File: config.mk
export PLATFORM = sky130hd
export DESIGN_NAME = fir_lowpass_convolver
export DESIGN_NICKNAME = d
export VERILOG_FILES = /design/src/hdl/flc_pkg.sv /design/src/hdl/fir_lowpass_convolver.sv
export VERILOG_INCLUDE_DIRS = /design/src /design/src/hdl
export SDC_FILE = /design/constraint.sdc
export NUM_CORES = 2
export LEC_CHECK = 0
export BUFFER_PORTS_ARGS = -buffer_cell sky130_fd_sc_hd__buf_2
export CAP_MARGIN = 20
export CORE_ASPECT_RATIO = 1.2
export CORE_MARGIN = 2
export CORE_UTILIZATION = 39
export CTS_BUF_LIST = sky130_fd_sc_hd__clkbuf_4
export DETAILED_ROUTE_END_ITERATION = 12
export PLACE_DENSITY = 0.61
export SYNTH_ARGS = -nofsm -noshare
export SYNTH_HDL_FRONTEND = slang
export SYNTH_SLANG_ARGS = --single-unit
File: constraint.sdc
create_clock -name clk -period 8.8 [get_ports clk]
set_clock_uncertainty 0.15 [all_clocks]
set_input_delay 2.64 -clock clk [delete_from_list [all_inputs] [get_ports clk]]
set_output_delay 2.64 -clock clk [all_outputs]
set_load 0.1 [all_outputs]
File: src/hdl/fir_lowpass_convolver_assert.svh
// ----------------------------------------------------------------------------
// fir_lowpass_convolver_assert.svh
// Assertion macros shared by the convolver RTL.
// ----------------------------------------------------------------------------
`ifndef FIR_LOWPASS_CONVOLVER_ASSERT_SVH
`define FIR_LOWPASS_CONVOLVER_ASSERT_SVH

// Same-cycle implication, clocked on clk, off during reset
`define FLC_ASSERT_NOW(label, ante, cons, msg) \
	label: assert property (@(posedge clk) disable iff (!arst_n) (ante) |-> (cons)) \
		else $error(msg);

// Next-cycle implication, clocked on clk, off during reset
`define FLC_ASSERT_NEXT(label, ante, cons, msg) \
	label: assert property (@(posedge clk) disable iff (!arst_n) (ante) |=> (cons)) \
		else $error(msg);

`endif

File: src/hdl/flc_pkg.sv
// ----------------------------------------------------------------------------
// flc_pkg
// Widths, sizes and codes for the FIR low-pass convolver.
// ----------------------------------------------------------------------------
package flc_pkg;

	// Filter length (1 to 32)
	localparam int TAPS     = 32;
	localparam int TAP_AW   = (TAPS > 1) ? $clog2(TAPS) : 1;

	// Field widths
	localparam int SAMPLE_W = 16;
	localparam int COEF_W   = 24;
	localparam int CIDX_W   = 5;
	localparam int DIV_W    = 24;
	localparam int FRAC_W   = 8;

	// Datapath widths
	localparam int PROD_W   = SAMPLE_W + COEF_W;
	localparam int ACC_W    = PROD_W + TAP_AW;
	localparam int DVD_W    = ACC_W - FRAC_W;
	localparam int DCNT_W   = $clog2(DVD_W);

	// Input action codes
	localparam logic ACT_LOAD_COEF = 1'b0;
	localparam logic ACT_PUSH      = 1'b1;

endpackage

File: src/hdl/fir_lowpass_convolver.sv
// ----------------------------------------------------------------------------
// fir_lowpass_convolver
// Full linear convolution of 16-bit audio with a loaded tap table, normalised
// by the divisor register, saturated to 16 bits.
// ----------------------------------------------------------------------------
//
//  channel  | handshake                  | payload
//  ---------+----------------------------+---------------------------------------
//  item     | item_valid / item_stall    | action, coef_index, coef_value,
//           |                            | sample, last_sample
//  result   | result_valid / result_stall| filtered, clipped, last
//  divisor  | divisor_we                 | divisor_wdata
//
// A coefficient load is written to the tap table as it is accepted. A sample
// push runs these steps for each result: TAPS reads through the one shared
// multiply-accumulate plus its pipeline drain, then one quotient bit per cycle
// over DVD_W bits in the restoring divider, then a load into the output
// register. A last-marked sample gives TAPS results, each a full pass after
// the one before.
// Reset clears control, the divisor to 1 and the history valid bits.
// A stalled result holds the sequencer in its output state; the next result
// is computed while the previous one waits.
// ----------------------------------------------------------------------------
module fir_lowpass_convolver (
	input  logic                             clk,
	input  logic                             arst_n,
	// item channel
	input  logic                             item_valid,
	output logic                             item_stall,
	input  logic                             action,
	input  logic [flc_pkg::CIDX_W-1:0]       coef_index,
	input  logic signed [flc_pkg::COEF_W-1:0] coef_value,
	input  logic signed [flc_pkg::SAMPLE_W-1:0] sample,
	input  logic                             last_sample,
	// result channel
	output logic                             result_valid,
	input  logic                             result_stall,
	output logic signed [flc_pkg::SAMPLE_W-1:0] filtered,
	output logic                             clipped,
	output logic                             last,
	// divisor register
	input  logic                             divisor_we,
	input  logic [flc_pkg::DIV_W-1:0]        divisor_wdata
);

	typedef enum logic [1:0] {ST_IDLE, ST_MAC, ST_DIV, ST_OUT} state_t;

	state_t                              state_q;
	logic [flc_pkg::DIV_W-1:0]           divisor_q;

	// memories
	logic [flc_pkg::COEF_W-1:0]          tap_mem  [flc_pkg::TAPS];
	logic [flc_pkg::SAMPLE_W-1:0]        hist_mem [flc_pkg::TAPS];
	logic [flc_pkg::TAPS-1:0]            hist_vld_q;

	// sequencer
	logic [flc_pkg::TAP_AW-1:0]          wptr_q;
	logic [flc_pkg::TAP_AW-1:0]          rptr_q;
	logic [flc_pkg::TAP_AW-1:0]          iss_cnt_q;
	logic                                iss_done_q;
	logic                                flush_q;
	logic [flc_pkg::TAP_AW-1:0]          tail_q;
	logic [flc_pkg::DCNT_W-1:0]          div_cnt_q;
	logic                                v_s1;
	logic                                v_s2;

	// datapath
	logic signed [flc_pkg::COEF_W-1:0]   tap_s1;
	logic signed [flc_pkg::SAMPLE_W-1:0] hist_s1;
	logic                                hvld_s1;
	logic signed [flc_pkg::PROD_W-1:0]   prod_s2;
	logic signed [flc_pkg::ACC_W-1:0]    acc_q;
	logic [flc_pkg::DVD_W-1:0]           quo_q;
	logic [flc_pkg::DIV_W-1:0]           rem_q;
	logic                                neg_q;

	// output register
	logic                                out_valid_q;
	logic signed [flc_pkg::SAMPLE_W-1:0] filtered_q;
	logic                                clipped_q;
	logic                                last_q;

	// combinational
	logic                                item_acc;
	logic                                push_acc;
	logic                                load_acc;
	logic                                rd_en;
	logic                                mac_done;
	logic                                out_free;
	logic                                out_load;
	logic                                tail_shift;
	logic                                mac_start;
	logic [flc_pkg::TAP_AW-1:0]          wptr_dec;
	logic [flc_pkg::TAP_AW-1:0]          rptr_inc;
	logic [flc_pkg::ACC_W-1:0]           acc_mag;
	logic [flc_pkg::DIV_W-1:0]           div_eff;
	logic [flc_pkg::DIV_W:0]             trial;
	logic [flc_pkg::DIV_W:0]             diff;
	logic                                ge;
	logic                                big;
	logic                                pos_clip;
	logic                                neg_clip;
	logic signed [flc_pkg::SAMPLE_W-1:0] sat_val;
	logic                                sat_clip;

	// handshake decode
	assign item_stall = (state_q != ST_IDLE);
	assign item_acc   = item_valid && !item_stall;
	assign push_acc   = item_acc && (action == flc_pkg::ACT_PUSH);
	assign load_acc   = item_acc && (action == flc_pkg::ACT_LOAD_COEF) &&
	                    (32'(coef_index) < flc_pkg::TAPS);

	assign out_free   = !out_valid_q || !result_stall;
	assign out_load   = (state_q == ST_OUT) && out_free;
	assign tail_shift = out_load && flush_q && (tail_q != '0);
	assign mac_start  = push_acc || tail_shift;

	assign rd_en      = (state_q == ST_MAC) && !iss_done_q;
	assign mac_done   = (state_q == ST_MAC) && iss_done_q && !v_s1 && !v_s2;

	// circular pointer arithmetic, newest sample at wptr
	assign wptr_dec = (wptr_q == '0) ? flc_pkg::TAP_AW'(flc_pkg::TAPS - 1) : wptr_q - 1'b1;
	assign rptr_inc = (rptr_q == flc_pkg::TAP_AW'(flc_pkg::TAPS - 1)) ? '0 : rptr_q + 1'b1;

	// magnitude of the sum, fraction bits dropped before dividing
	assign acc_mag = acc_q[flc_pkg::ACC_W-1] ? flc_pkg::ACC_W'(-acc_q) : acc_q;

	// restoring divider step
	assign div_eff = (divisor_q == '0) ? flc_pkg::DIV_W'(1) : divisor_q;
	assign trial   = {rem_q, quo_q[flc_pkg::DVD_W-1]};
	assign diff    = trial - {1'b0, div_eff};
	assign ge      = (trial >= {1'b0, div_eff});

	// saturation of the signed quotient
	assign big      = |quo_q[flc_pkg::DVD_W-1:flc_pkg::SAMPLE_W];
	assign pos_clip = big || quo_q[flc_pkg::SAMPLE_W-1];
	assign neg_clip = big || (quo_q[flc_pkg::SAMPLE_W-1] && (|quo_q[flc_pkg::SAMPLE_W-2:0]));
	always_comb begin
		if (neg_q) begin
			sat_clip = neg_clip;
			sat_val  = neg_clip ? {1'b1, {(flc_pkg::SAMPLE_W-1){1'b0}}}
			                    : -$signed(quo_q[flc_pkg::SAMPLE_W-1:0]);
		end else begin
			sat_clip = pos_clip;
			sat_val  = pos_clip ? {1'b0, {(flc_pkg::SAMPLE_W-1){1'b1}}}
			                    : $signed(quo_q[flc_pkg::SAMPLE_W-1:0]);
		end
	end

	// divisor register
	always_ff @(posedge clk or negedge arst_n) begin
		if (!arst_n) begin
			divisor_q <= flc_pkg::DIV_W'(1);
		end else if (divisor_we) begin
			divisor_q <= divisor_wdata;
		end
	end

	// tap table
	always_ff @(posedge clk) begin
		if (load_acc) begin
			tap_mem[coef_index[flc_pkg::TAP_AW-1:0]] <= coef_value;
		end
		if (rd_en) begin
			tap_s1 <= tap_mem[iss_cnt_q];
		end
	end

	// sample history
	always_ff @(posedge clk) begin
		if (push_acc) begin
			hist_mem[wptr_dec] <= sample;
		end
		if (rd_en) begin
			hist_s1 <= hist_mem[rptr_q];
		end
	end

	// sequencer and output register
	always_ff @(posedge clk or negedge arst_n) begin
		if (!arst_n) begin
			state_q     <= ST_IDLE;
			hist_vld_q  <= '0;
			wptr_q      <= '0;
			rptr_q      <= '0;
			iss_cnt_q   <= '0;
			iss_done_q  <= 1'b0;
			flush_q     <= 1'b0;
			tail_q      <= '0;
			div_cnt_q   <= '0;
			v_s1        <= 1'b0;
			v_s2        <= 1'b0;
			hvld_s1     <= 1'b0;
			out_valid_q <= 1'b0;
			filtered_q  <= '0;
			clipped_q   <= 1'b0;
			last_q      <= 1'b0;
		end else begin
			v_s1 <= rd_en;
			v_s2 <= v_s1;
			if (rd_en) begin
				hvld_s1 <= hist_vld_q[rptr_q];
			end
			if (out_free && !out_load) begin
				out_valid_q <= 1'b0;
			end

			// shift in a new sample or a flush zero
			if (mac_start) begin
				wptr_q               <= wptr_dec;
				rptr_q               <= wptr_dec;
				hist_vld_q[wptr_dec] <= push_acc;
				iss_cnt_q            <= '0;
				iss_done_q           <= 1'b0;
			end

			case (state_q)
				ST_IDLE: begin
					if (push_acc) begin
						flush_q <= last_sample;
						tail_q  <= last_sample ? flc_pkg::TAP_AW'(flc_pkg::TAPS - 1) : '0;
						state_q <= ST_MAC;
					end
				end
				ST_MAC: begin
					if (rd_en) begin
						rptr_q    <= rptr_inc;
						iss_cnt_q <= iss_cnt_q + 1'b1;
						if (iss_cnt_q == flc_pkg::TAP_AW'(flc_pkg::TAPS - 1)) begin
							iss_done_q <= 1'b1;
						end
					end
					if (mac_done) begin
						div_cnt_q <= flc_pkg::DCNT_W'(flc_pkg::DVD_W - 1);
						state_q   <= ST_DIV;
					end
				end
				ST_DIV: begin
					div_cnt_q <= div_cnt_q - 1'b1;
					if (div_cnt_q == '0) begin
						state_q <= ST_OUT;
					end
				end
				ST_OUT: begin
					if (out_load) begin
						out_valid_q <= 1'b1;
						filtered_q  <= sat_val;
						clipped_q   <= sat_clip;
						last_q      <= flush_q && (tail_q == '0);
						if (tail_shift) begin
							tail_q  <= tail_q - 1'b1;
							state_q <= ST_MAC;
						end else begin
							if (flush_q) begin
								hist_vld_q <= '0;
							end
							flush_q <= 1'b0;
							state_q <= ST_IDLE;
						end
					end
				end
				default: begin
					state_q <= ST_IDLE;
				end
			endcase
		end
	end

	// multiply-accumulate and divider datapath
	always_ff @(posedge clk) begin
		prod_s2 <= $signed(hvld_s1 ? hist_s1 : '0) * tap_s1;
		if (mac_start) begin
			acc_q <= '0;
		end else if (v_s2) begin
			acc_q <= acc_q + flc_pkg::ACC_W'(prod_s2);
		end
		if (mac_done) begin
			quo_q <= acc_mag[flc_pkg::ACC_W-1:flc_pkg::FRAC_W];
			rem_q <= '0;
			neg_q <= acc_q[flc_pkg::ACC_W-1];
		end else if (state_q == ST_DIV) begin
			quo_q <= {quo_q[flc_pkg::DVD_W-2:0], ge};
			rem_q <= ge ? diff[flc_pkg::DIV_W-1:0] : trial[flc_pkg::DIV_W-1:0];
		end
	end

	assign result_valid = out_valid_q;
	assign filtered     = filtered_q;
	assign clipped      = clipped_q;
	assign last         = last_q;

	// checks
`include "fir_lowpass_convolver_assert.svh"

	`FLC_ASSERT_NEXT(a_push_starts_mac, push_acc, state_q == ST_MAC, "push did not start MAC")
	`FLC_ASSERT_NOW(a_div_pipe_empty, state_q == ST_DIV, !v_s1 && !v_s2, "MAC not drained")
	`FLC_ASSERT_NOW(a_tail_only_flush, !flush_q, tail_q == '0, "tail count outside flush")
	`FLC_ASSERT_NEXT(a_final_clears, out_load && flush_q && (tail_q == '0),
		(hist_vld_q == '0) && (state_q == ST_IDLE) && last_q, "history not cleared after flush")

endmodule
==> run_results.csv <==
group,metric,value,unit
synth,syn-cell-area,78800,um^2
critical_path,cp-end-kind,"flip-flop",
worst_hold_path,hold_path.class,"flip-flop to flip-flop",
finish,fill_cells,18000,
place,dp.cells,7822,
critical_path,arrival,8930,ps
place,gp_congestion,0.888,
place,hpwl,119000,um
global_route,grt_max_degree,97,
finish,drive_above_1_share,0.223,
finish,finish.instance_area,87500,um^2
synth,synth_seq_cells,1575,
sta,fin_ws,943,ps
synth,synthFlopType,"edfxtp_1",
clock_network,ctsHoldBuffers,0,
routing,wl_met3,11900,um
place,pre_cts_slack,969,ps
worst_hold_path,hold_path_depth,0,
clock_network,cts_root_buf,"clkbuf_4",
critical_path,worst-setup-path-type,"flip-flop to flip-flop",
clock_network,cts_tree,"yes",
clock_network,post_cts_buffers,0,
sta,period_share,0.893,
sta,hold_violations,0,
place,placed_area,82500,um^2
floorplan,die_w,414,um
routing,detail_route.vias_per_cell,5.40,
synth,synth.yosys.warnings,0,
clock_network,path_clk_slew,60,ps
synth,yosys.area.top_type,"edfxtp_1",
synth,ys_seq_area_frac,0.580,
global_route,overflow,0,
flow_run,maxCapViolations,0,
synth,synthDistinctLibCells,81,
pwr,irDropWorstVdd,0.279,mV
routing,wl_met2,97000,um
finish,most-common-layout-cells,"1358 x edfxtp_1, 576 x clkbuf_4, 523 x inv_1",
sta,finalSetupTns,0,ps
critical_path,reg2reg_depth,17,
global_route,antenna_found_initial,9,
critical_path,crit_path_max_fanout,63,
routing,drt_pass1_iterations,6,
synth,ys_async_sr_fraction,0.0686,
synth,avgSynthCellArea,14.9,um^2
routing,final_antenna_net_count,0,
finish,area_growth,11.1,%
clock_network,cts_buffers,408,
finish,postLayoutCoreUtil,0.436,
sta,setup_violations,0,
synth,synth_edf_count,1358,
finish,register_area,45700,um^2
clock_network,insertion_delay,1420,ps
global_route,track_usage,0.187,
global_route,grt_pass1_wl,292000,um
finish,fin_cells,8526,
routing,routed.top_layer,"met5",
sta,fin_crit,7860,ps
clock_network,post_cts_resized,0,
routing,vias,46000,
global_route,grt_pass1_vias,48700,
synth,syn_nets,5909,
floorplan,ios,96,
floorplan,die_y,496,um
routing,wl_per_cell,22.4,um
synth,synth_top_area_share,0.518,
finish,nets,6236,
sta,fmax,0.127,GHz
synth,synthCells,5274,
floorplan,rows,180,
pwr,power.density,344,nW/um^2
synth,synth_area_leaders,"edfxtp_1 52%, mux4_2 12%, fa_1 9.6%",
floorplan,start_util,0.393,
critical_path,required,9870,ps
pwr,power_leakage,0.0327,uW
clock_network,cts_sinks,1575,
routing,wl_met1,77800,um
routing,drcViolationCount,0,
floorplan,dieArea,206000,um^2
sta,relSlewSlack,0.246,
sta,worst_slew_pin_slew,1130,ps
critical_path,critPathLaunchType,"flip-flop",
clock_network,htree_levels,5,
finish,final_common_cell,"edfxtp_1",
place,io_buffer_count,95,
sta,slew_violations,0,
sta,rsz0062_at_grt,"false",
finish,multiInputGateArea,30400,um^2
clock_network,cts.path.max_buffers,4,
run_status,status,"finished, final reports clean",
routing,drtIter0Drc,3571,
routing,detail_route.wirelength,191000,um
floorplan,core,201000,um^2
==> critical path: stages, from the launching register on <==
cell	delay [ps]
dfrtp_4	810
and2_1	760
nand2_1	210
inv_1	170
fa_1	510
fa_1	900
fa_1	530
fa_1	570
fa_1	430
fa_1	440
ha_1	340
nand2_1	140
nor4_1	410
o211ai_1	270
and3_1	290
o31ai_1	440
nand2_1	170
a211oi_1	220
==> cells by family (layout without fill, tap and decap cells) <==
family | after synthesis | in the layout | synth area share
AOI/OAI and AO/OA | 638 | 638 | 0.0488
xor gates and xnor gates | 124 | 124 | 0.0138
adders and majority gates | 559 | 559 | 0.125
buffers and inverters | 789 | 1394 | 0.0380
DFF | 1575 | 1575 | 0.580
muxes | 495 | 495 | 0.129
other | 0 | 8 | 0
and+or+nand+nor | 1094 | 1094 | 0.0664
==> where the power goes <==
group / switching [uW] / internal (uW)
sequential: 1120 / 8930
combinational: 8130 / 5920
clock: 2910 / 3110
==> sequential cells by signal (all words and copies together), names as in the netlist, 2 cells and up, named ones only <==
| register | count |
|---|---|
| tail_q | 5 |
| div_cnt_q | 6 |
| hist_s1 | 16 |
| tap_s1 | 24 |
| wptr_q | 5 |
| acc_q | 45 |
| hist_mem | 512 |
| tap_mem | 768 |
| filtered | 16 |
| state_q | 2 |
| prod_s2 | 40 |
| rptr_q | 5 |
| rem_q | 24 |
| hist_vld_q | 32 |
| iss_cnt_q | 5 |
| divisor_q | 24 |
| quo_q | 37 |
==> final cells by class <==
class,instances,share of cell area
clock inverters,112,0.00620
well taps,2639,0.0377
clock buffers,576,0.0494
diodes,8,0.000229
multi-input cells,2910,0.347
flip-flops and latches,1575,0.522
inverters,524,0.0225
repair buffers,182,0.0149
==> Yosys cell counts, types with 7 or more instances <==
library cell  count
a2111oi_0        10
a211oi_1         19
a21boi_0          8
a21o_1           53
a21oi_1         166
a31oi_1          24
and2_1           20
and3_1          171
buf_1            33
buf_2             7
clkbuf_1        219
dfrtp_1         107
dfxtp_1         109
edfxtp_1       1358
fa_1            376
ha_1            183
inv_1           524
mux2_2           42
mux2i_1          43
mux4_2          410
nand2_1         426
nand2b_1         14
nand3_1          65
nand3b_1          7
nand4_1          28
nor2_1          209
nor2b_1          24
nor3_1           41
nor3b_1           8
nor4_1           20
o211ai_1          8
o21a_1           17
o21ai_0         235
o21bai_1         18
o22ai_1           9
o31a_1            8
o31ai_1          24
or2_2            15
or3_1            13
or4_1            14
xnor2_1          57
xor2_1           67
==> final timing paths <==
check	slack [ps]	from	end
setup reg to reg	940	hvld_s1$_DFFE_PN0P_	prod_s2[39]$_DFF_P_
max in group asynchronous	5850	arst_n	hvld_s1$_DFFE_PN0P_
min in group asynchronous	1160	arst_n	filtered[6]$_DFFE_PN0P_
hold reg to reg	240	v_s1$_DFF_PN0_	v_s2$_DFF_PN0_
setup / recovery	940	hvld_s1$_DFFE_PN0P_	prod_s2[39]$_DFF_P_
hold / removal	240	v_s1$_DFF_PN0_	v_s2$_DFF_PN0_
==> per-layer routing <==
layer  vias up  track usage
li1      20400            -
met1     23700        0.236
met2      1532        0.323
met3       331       0.0386
met4        10       0.0604
met5         -            0
==> through the flow <==
stage / power [uW] / hold WS (ps)
finish: 30100 / 244
detailed placement: 24300 / 220
global placement: 24000 / 208
global route: 32500 / 283
CTS: 30400 / 234
floorplan: 20300 / 204
Power figures use the tool's default switching activity.
